**src/hw/rtl/pgat_pkg.sv**
```systemverilog
// Shared types, constants, microcode ROM and saturation helpers for the
// presence-gated alpha-beta-gamma tracker. No dependencies.
`timescale 1ns / 1ps

package pgat_pkg;

    localparam int SAMPLE_BITS_DEF = 10;
    localparam int FRAC_BITS_DEF   = 8;

    localparam int EST_W      = 32;   // estimate width
    localparam int RES_W      = 34;   // residual width
    localparam int ACC_W      = 48;   // accumulator width
    localparam int MA_W       = 33;   // multiplier operand A (gains and step terms, zero-extended)
    localparam int MB_W       = 34;   // multiplier operand B (estimates, residual)
    localparam int PROD_W     = MA_W + MB_W;
    localparam int POS_W      = 24;
    localparam int PRIOR_W    = 24;
    localparam int CNT_W      = 8;
    localparam int THR_W      = 10;
    localparam int STEP_W     = 4;
    localparam int CFG_IDX_W  = 4;
    localparam int CFG_DATA_W = 32;

    localparam logic [15:0] ALPHA_RST = 16'd32768;
    localparam logic [15:0] BETA_RST  = 16'd1536;
    localparam logic [15:0] GAMMA_RST = 16'd51200;
    localparam logic [23:0] STEP_RST  = 24'd83886;
    localparam logic [31:0] HSS_RST   = 32'd53687;
    localparam logic [THR_W-1:0] THR_RST   = 10'd80;
    localparam logic [THR_W-1:0] GLITCH_RST = 10'd170;
    localparam logic [CNT_W-1:0] LIMIT_RST = 8'd10;

    typedef enum logic [CFG_IDX_W-1:0] {
        REG_ALPHA  = 4'd0,
        REG_BETA   = 4'd1,
        REG_GAMMA  = 4'd2,
        REG_STEP   = 4'd3,
        REG_HSS    = 4'd4,
        REG_THRESH = 4'd5,
        REG_GLITCH = 4'd6,
        REG_LIMIT  = 4'd7
    } cfg_idx_t;

    typedef struct packed {
        logic [15:0]      alpha_gain;
        logic [15:0]      beta_over_step;
        logic [15:0]      gamma_over_step;
        logic [23:0]      step_time;
        logic [31:0]      half_step_squared;
        logic [THR_W-1:0] presence_threshold;
        logic [THR_W-1:0] glitch_bound;
        logic [CNT_W-1:0] count_limit;
    } cfg_t;

    typedef enum logic [2:0] {
        MA_STEP  = 3'd0,
        MA_HSS   = 3'd1,
        MA_ALPHA = 3'd2,
        MA_BETA  = 3'd3,
        MA_GAMMA = 3'd4
    } mul_a_t;

    typedef enum logic [1:0] {
        MB_VEL = 2'd0,
        MB_ACC = 2'd1,
        MB_RES = 2'd2
    } mul_b_t;

    typedef enum logic [2:0] {
        BS_POS   = 3'd0,
        BS_VEL   = 3'd1,
        BS_ACC   = 3'd2,
        BS_PPRED = 3'd3,
        BS_VPRED = 3'd4
    } base_t;

    typedef enum logic [1:0] {
        SH_8  = 2'd0,
        SH_16 = 2'd1,
        SH_24 = 2'd2,
        SH_32 = 2'd3
    } shift_t;

    typedef enum logic [1:0] {
        CM_NONE = 2'd0,
        CM_CORR = 2'd1,
        CM_HOLD = 2'd2,
        CM_PASS = 2'd3
    } commit_t;

    typedef enum logic {
        SEQ_IDLE = 1'b0,
        SEQ_RUN  = 1'b1
    } seq_state_t;

    typedef struct packed {
        mul_a_t              mul_a;
        mul_b_t              mul_b;
        logic                acc_load;
        base_t               acc_base;
        logic                acc_add;
        shift_t              shift;
        logic                wr_ppred;
        logic                wr_vpred;
        logic                wr_res;
        logic                jump_glitch;
        logic [STEP_W-1:0]   jump_to;
        commit_t             commit;
    } ctrl_t;

    typedef struct packed {
        logic glitch;
        logic out_free;
    } seq_stat_t;

    localparam logic [STEP_W-1:0] ADDR_TRACK = 4'd0;
    localparam logic [STEP_W-1:0] ADDR_HOLD  = 4'd10;
    localparam logic [STEP_W-1:0] ADDR_PASS  = 4'd11;

    localparam ctrl_t CTRL_NOP = '{
        mul_a: MA_STEP, mul_b: MB_VEL, acc_load: 1'b0, acc_base: BS_POS,
        acc_add: 1'b0, shift: SH_8, wr_ppred: 1'b0, wr_vpred: 1'b0,
        wr_res: 1'b0, jump_glitch: 1'b0, jump_to: '0, commit: CM_NONE
    };

    // Tracker microprogram. Products are registered and are added in the step after their issue.
    function automatic ctrl_t rom_word(input logic [STEP_W-1:0] addr);
        ctrl_t c;
        c = CTRL_NOP;
        case (addr)
            4'd0: begin        // issue step*vel, acc = pos
                c.mul_a = MA_STEP;  c.mul_b = MB_VEL;
                c.acc_load = 1'b1;  c.acc_base = BS_POS;
            end
            4'd1: begin        // issue hss*acc, add step*vel term
                c.mul_a = MA_HSS;   c.mul_b = MB_ACC;
                c.acc_add = 1'b1;   c.shift = SH_24;
            end
            4'd2: begin        // issue step*acc, add hss*acc term
                c.mul_a = MA_STEP;  c.mul_b = MB_ACC;
                c.acc_add = 1'b1;   c.shift = SH_32;
            end
            4'd3: begin        // predicted position, acc = vel + step*acc term
                c.wr_ppred = 1'b1;
                c.acc_load = 1'b1;  c.acc_base = BS_VEL;
                c.acc_add = 1'b1;   c.shift = SH_24;
            end
            4'd4: begin        // predicted velocity, residual
                c.wr_vpred = 1'b1;
                c.wr_res = 1'b1;
            end
            4'd5: begin        // issue alpha*r, skip correction on a glitch
                c.mul_a = MA_ALPHA; c.mul_b = MB_RES;
                c.jump_glitch = 1'b1; c.jump_to = ADDR_HOLD;
            end
            4'd6: begin
                c.mul_a = MA_BETA;  c.mul_b = MB_RES;
                c.acc_load = 1'b1;  c.acc_base = BS_PPRED;
                c.acc_add = 1'b1;   c.shift = SH_16;
            end
            4'd7: begin
                c.mul_a = MA_GAMMA; c.mul_b = MB_RES;
                c.wr_ppred = 1'b1;
                c.acc_load = 1'b1;  c.acc_base = BS_VPRED;
                c.acc_add = 1'b1;   c.shift = SH_8;
            end
            4'd8: begin
                c.wr_vpred = 1'b1;
                c.acc_load = 1'b1;  c.acc_base = BS_ACC;
                c.acc_add = 1'b1;   c.shift = SH_8;
            end
            4'd9:  c.commit = CM_CORR;
            4'd10: c.commit = CM_HOLD;
            4'd11: c.commit = CM_PASS;
            default: c = CTRL_NOP;
        endcase
        return c;
    endfunction

    function automatic logic signed [EST_W-1:0] sat_est(input logic signed [ACC_W-1:0] v);
        logic signed [ACC_W-1:0] hi;
        logic signed [ACC_W-1:0] lo;
        hi = $signed({{(ACC_W-EST_W+1){1'b0}}, {(EST_W-1){1'b1}}});
        lo = ~hi;
        if (v > hi) begin
            return $signed({1'b0, {(EST_W-1){1'b1}}});
        end else if (v < lo) begin
            return $signed({1'b1, {(EST_W-1){1'b0}}});
        end
        return v[EST_W-1:0];
    endfunction

    function automatic logic signed [POS_W-1:0] sat_pos(input logic signed [RES_W-1:0] v);
        logic signed [RES_W-1:0] hi;
        logic signed [RES_W-1:0] lo;
        hi = $signed({{(RES_W-POS_W+1){1'b0}}, {(POS_W-1){1'b1}}});
        lo = ~hi;
        if (v > hi) begin
            return $signed({1'b0, {(POS_W-1){1'b1}}});
        end else if (v < lo) begin
            return $signed({1'b1, {(POS_W-1){1'b0}}});
        end
        return v[POS_W-1:0];
    endfunction

endpackage

```
**src/hw/rtl/pgat_seq.sv**
```systemverilog
// Microcode sequencer: step counter, control ROM lookup and glitch jump.
// Depends on pgat_pkg.
`timescale 1ns / 1ps

module pgat_seq (
    input  logic                         aclk,
    input  logic                         aresetn,
    input  logic                         start,
    input  logic [pgat_pkg::STEP_W-1:0]  start_addr,
    input  pgat_pkg::seq_stat_t          stat,
    output pgat_pkg::ctrl_t              ctrl,
    output logic                         busy,
    output logic                         fire
);

    pgat_pkg::seq_state_t        state_reg, state_next;
    logic [pgat_pkg::STEP_W-1:0] pc_reg, pc_next;
    pgat_pkg::ctrl_t             word;
    logic                        commit_step;

    assign word        = pgat_pkg::rom_word(pc_reg);
    assign commit_step = (word.commit != pgat_pkg::CM_NONE);

    always_comb begin
        state_next = state_reg;
        pc_next    = pc_reg;
        case (state_reg)
            pgat_pkg::SEQ_IDLE: begin
                if (start) begin
                    state_next = pgat_pkg::SEQ_RUN;
                    pc_next    = start_addr;
                end
            end
            pgat_pkg::SEQ_RUN: begin
                if (commit_step) begin
                    // hold on the commit step until the result slot frees
                    if (stat.out_free) begin
                        state_next = pgat_pkg::SEQ_IDLE;
                    end
                end else if (word.jump_glitch && stat.glitch) begin
                    pc_next = word.jump_to;
                end else begin
                    pc_next = pc_reg + 1'b1;
                end
            end
            default: state_next = pgat_pkg::SEQ_IDLE;
        endcase
    end

    always_comb begin
        ctrl = pgat_pkg::CTRL_NOP;
        busy = 1'b0;
        fire = 1'b0;
        case (state_reg)
            pgat_pkg::SEQ_IDLE: ;
            pgat_pkg::SEQ_RUN: begin
                ctrl = word;
                busy = 1'b1;
                fire = commit_step && stat.out_free;
            end
            default: ;
        endcase
    end

    always_ff @(posedge aclk) begin
        if (!aresetn) begin
            state_reg <= pgat_pkg::SEQ_IDLE;
            pc_reg    <= '0;
        end else begin
            state_reg <= state_next;
            pc_reg    <= pc_next;
        end
    end

endmodule

```
**config.mk**
```make
export PLATFORM = sky130hd
export DESIGN_NAME = pgat_seq
export DESIGN_NICKNAME = d
export VERILOG_FILES = /design/src/hw/rtl/pgat_pkg.sv /design/src/hw/rtl/pgat_seq.sv
export SDC_FILE = /design/constraint.sdc
export NUM_CORES = 1
export LEC_CHECK = 0
export BUFFER_PORTS_ARGS = -buffer_cell sky130_fd_sc_hd__buf_2
export CELL_PAD_IN_SITES_DETAIL_PLACEMENT = 0
export CELL_PAD_IN_SITES_GLOBAL_PLACEMENT = 2
export CORE_UTILIZATION = 21
export DETAILED_ROUTE_END_ITERATION = 7
export PLACE_DENSITY_LB_ADDON = 0.1
export SLEW_MARGIN = 25
export SYNTH_ARGS = -nofsm -noshare
export SYNTH_HDL_FRONTEND = slang
export SYNTH_SLANG_ARGS = --single-unit
```
**constraint.sdc**
```tcl
create_clock -name aclk -period 2 [get_ports aclk]
set_input_delay 0.2 -clock aclk [delete_from_list [all_inputs] [get_ports aclk]]
set_output_delay 0.2 -clock aclk [all_outputs]
set_load 0.005 [all_outputs]
```
---- Yosys cells after proc, flatten, opt, wreduce, memory -nomap -nowiden ----
Cells that the tools add are included.
operators by class
  add/subtract/negate cells ............... 1
  equal/unequal tests ..................... 13
  multiplexer cells ....................... 19
  bitwise logic cells ..................... 1
  reduce and logical (&&, ||, !) cells .... 9
operators with widths
  cell                   number
  $pmux W5 S5            1
  $mux W22               1
  $pmux W4 S5            1
  $eq A4 B3 Y1 const B   4
  $eq A4 B4 Y1 const B   4
  $mux W4                3
  $pmux W3 S4            1
  $eq A4 B2 Y1 const B   2
  $mux W1                8
  $pmux W4 S2            1
  $reduce_or A2 Y1       4
  $pmux W2 S3            1
  $mux W5                1
  $add A4 B1 Y4 const B  1
  $eq A4 B1 Y1 const B   1
  $logic_not A4 Y1       1
  $ne A2 B2 Y1 const B   2
  $logic_and A1 B1 Y1    2
  $pmux W1 S2            1
  $reduce_and A2 Y1      1
  $reduce_bool A2 Y1     1
  $not A1 Y1             1
word-level totals
  register bits ........................... 5
  input bits .............................. 9
  output and inout bits ................... 24

---- Depth between registers and ports, before layout ----
  depth in word-level cells ............... 6
  mapped depth ............................ 6
  mapped depth without buffers ............ 6

---- Worst setup path before layout ----
OpenSTA, ideal clock, no wires.
  path kind ............................... register to register
  from .................................... register pc_reg[1] in the netlist's numbering
  to ...................................... register pc_reg[0] in the netlist's numbering
  library setup time ...................... 116 ps
  data arrival time ....................... 1324 ps
  required time ........................... 1884 ps
  setup slack ............................. 560 ps
  cell stages (with the launch flop) ...... 7
  path buffers ............................ 0
  clock period less this slack ............ 1440 ps
  path through ............................ dfxtp_1 inv_1 ha_1 nor3_4 o22a_2 o221ai_1 o211a_1
on the way
  longest elaborated chain between the ends .. 6
  elaborated cells between the ends (all ways) .. 13
RTL lines
  what                    line             source
  from (decl)             pgat_seq.sv:17   logic [pgat_pkg::STEP_W-1:0] pc_reg, pc_next;
  from (signal assigned)  pgat_seq.sv:71   pc_reg <= pc_next;
  $eq A4 B3 Y1            pgat_pkg.sv:130  case (addr)
  $mux W5                 pgat_pkg.sv:130
  $logic_and A1 B1 Y1     pgat_seq.sv:40   end else if (word.jump_glitch && stat.glitch) begin
  $mux W4                 pgat_seq.sv:40
  $mux W4                 pgat_seq.sv:35   if (commit_step) begin
  $pmux W4 S2             pgat_seq.sv:27   case (state_reg)
Parallel ways exist; a longest one is shown, timed or not. The select of a mux whose other input is x is not followed.
A chain may end at the register's enable or synchronous reset.

==> results.py <==
metrics = {
    "worst_setup_path": {
        "worstSetupEndpointType": "output port",
        "start_kind": "flop",
        "crit_required_ns": 1.80,
        "cp_data_arrival_time_ns": 1.69,
        "critPathKind": "flop to output port",
        "crit_fanout": 6,
    },
    "floorplan": {
        "initial_core_util": 0.219,
        "die_h_um": 55.4,
        "io_pins": 33,
        "die-area_sq_um": 3070,
        "rows": 19,
        "die_width_um": 55.4,
        "core_sq_um": 2730,
    },
    "drt": {
        "vias": 639,
        "wl_per_cell_um": 10.9,
        "drt-total-wl_um": 1590,
        "drtIter0Drc": 14,
        "viasPerCell": 4.41,
        "drt-pass1-iter-count": 4,
        "drc_errors": 0,
        "ant_nets": 0,
    },
    "cts": {
        "htree_levels": 1,
        "numCtsBuffers": 3,
        "cts.path.max_buffers": 2,
        "post_cts_buffers": 0,
        "cts_hold_buf": 0,
        "cts-root-buf": "clkbuf_4",
        "cts_num_sinks": 5,
        "cts_resized": 0,
        "cts_tree": "done",
        "clkTransAtPathRegs_ns": 0.04,
        "clock_latency_ns": 0.24,
    },
    "sta": {
        "clock.fmax_mhz": 530,
        "timing.final.crit_share": 0.944,
        "fin_skew_ns": 0.00121,
        "hold_viol_final": 0,
        "maxSlewViolCount": 0,
        "finalSetupViolCount": 0,
        "rsz0062_at_grt": "no",
        "fin_crit_ns": 1.89,
        "tns_ns": 0,
    },
    "layout": {
        "final_cells": 145,
        "area_delta_synth_final_pct": 30.5,
        "nNetsFinal": 128,
        "drive_above_1_share": 0.360,
        "final_core_util": 0.286,
        "num_antenna_cells": 0,
        "largest_reg_flops": 4,
    },
    "yosys": {
        "ys_ff_latch": 5,
        "seq_area_frac_synth": 0.167,
        "syn_inst": 84,
        "ys_warn_count": 0,
        "syn_area_sq_um": 599,
        "avgSynthCellArea_sq_um": 7.13,
        "netlist-cell-type-count": 32,
    },
    "power_and_ir_drop": {
        "power.leakage_nw": 0.438,
        "peakVddDrop_uv": 413,
        "p_per_area_nw_per_um2": 507,
    },
    "placed_design": {
        "place_inst": 141,
        "port-buffer-count": 30,
        "place_congestion": 0.669,
        "hpwlAfterDp_um": 1310,
    },
    "global_route": {
        "grt_max_degree": 16,
        "antenna_found_initial": 0,
        "grt_pass1_vias": 584,
        "grt_pass1_wl_um": 2740,
        "grt_usage": 0.112,
        "overflow": 0,
    },
    "status": {
        "status": "finished clean",
    },
    "job": {
        "drv_cap": 0,
    },
    "hold_path": {
        "hold_path_class": "input pin to flop",
    },
}
critical path: stages (launching register included):
cell,delay (ns)
dfxtp_1,0.41
ha_1,0.36
nor2_1,0.11
or3_1,0.35
o21ai_0,0.09
buf_2,0.13
cell usage after synthesis:
cell type,n,share of area
nor2_1,13,0.081
buf_4,5,0.063
xnor2_1,1,0.015
and3_1,5,0.052
buf_2,2,0.017
o221ai_1,1,0.015
o22a_2,1,0.017
o211a_1,1,0.017
conb_1,1,0.0063
a21oi_1,5,0.042
buf_6,1,0.019
nand3b_2,1,0.019
or3_1,1,0.010
o21a_1,2,0.025
mux2i_1,1,0.017
ha_1,4,0.084
nor2b_1,3,0.031
nand3_1,1,0.0083
inv_1,6,0.038
dfxtp_1,5,0.17
a211oi_2,1,0.021
xor2_1,1,0.015
nor3_1,1,0.0083
o22ai_1,1,0.010
nor3_4,1,0.027
nand2b_1,1,0.010
o21ai_0,3,0.025
and2_1,4,0.042
o31ai_2,1,0.021
nand2_1,8,0.050
o211ai_1,1,0.013
a311o_1,1,0.017
cells by family after synthesis:
kind of cell	after synthesis	synth area share
AND/OR/NAND/NOR	39	0.340
AO/OA/AOI/OAI	18	0.221
buffers and inverters	14	0.136
flip-flops	5	0.167
adder cells (fa/ha/maj)	4	0.0835
XOR/XNOR	2	0.0292
other	1	0.00626
multiplexers	1	0.0167
layout by cell type, fill, tap and decap left out, types with 2 or more instances in the layout:
master     n
clkbuf_4   3
a21oi_1    5
buf_2     30
buf_4      3
o21ai_0    3
and3_1     5
conb_1     2
and2_1     4
ha_1       4
nor2_1    13
nor2b_1    3
nand2_1    8
o21a_1     2
dfxtp_1    5
inv_1      6
path summary, 6_finish.rpt:
check	startpoint	end	slack (ns)	depth (start not counted)
worst min register to register	pc_reg[1]	pc_reg[1]	0.59	2
worst min-delay path	aresetn	pc_reg[0]	0.23	2
worst max register to register	pc_reg[1]	pc_reg[0]	0.37	6
worst max-delay path	pc_reg[0]	ctrl[11]	0.11	5
per-layer routing:
layer	vias to the layer above	global-route usage	wire length [um]
met3	2	0.0117	102
met1	274	0.160	791
li1	342	-	-
met5	-	0	0
met2	21	0.162	680
met4	0	0.0643	12
cell type report:
class	instances	area [sq um]
multi-input cells	66	422
flip-flops and latches	5	100
clock buffers	4	26.3
fillers	308	1950
well taps	31	38.8
inverters	6	22.5
repair buffers	33	173
metrics by stage:
| step | setup slack [ns] | hold WS [ns] | power, mW | area [sq um] |
|---|---|---|---|---|
| 6_report | 0.113 | 0.235 | 0.396 | 782 |
| 3_5_place_dp | 0.338 | 0.482 | 0.285 | 756 |
| 3_3_place_gp | 0.344 | 0.481 | 0.287 | 756 |
| 4_1_cts | 0.0771 | 0.224 | 0.406 | 782 |
| 5_1_grt | 0.00308 | 0.245 | 0.429 | 782 |
| 2_1_floorplan | 0.560 | 0.333 | 0.237 | 603 |
where the power goes:
group	switching, mW	internal, mW	leakage (nW)
clock network	0.0395	0.0753	0.0150
registers	0.0211	0.110	0.0416
logic	0.0792	0.0708	0.381
total	0.140	0.256	0.438
Note: power is estimated with default switching activity, not from simulation.
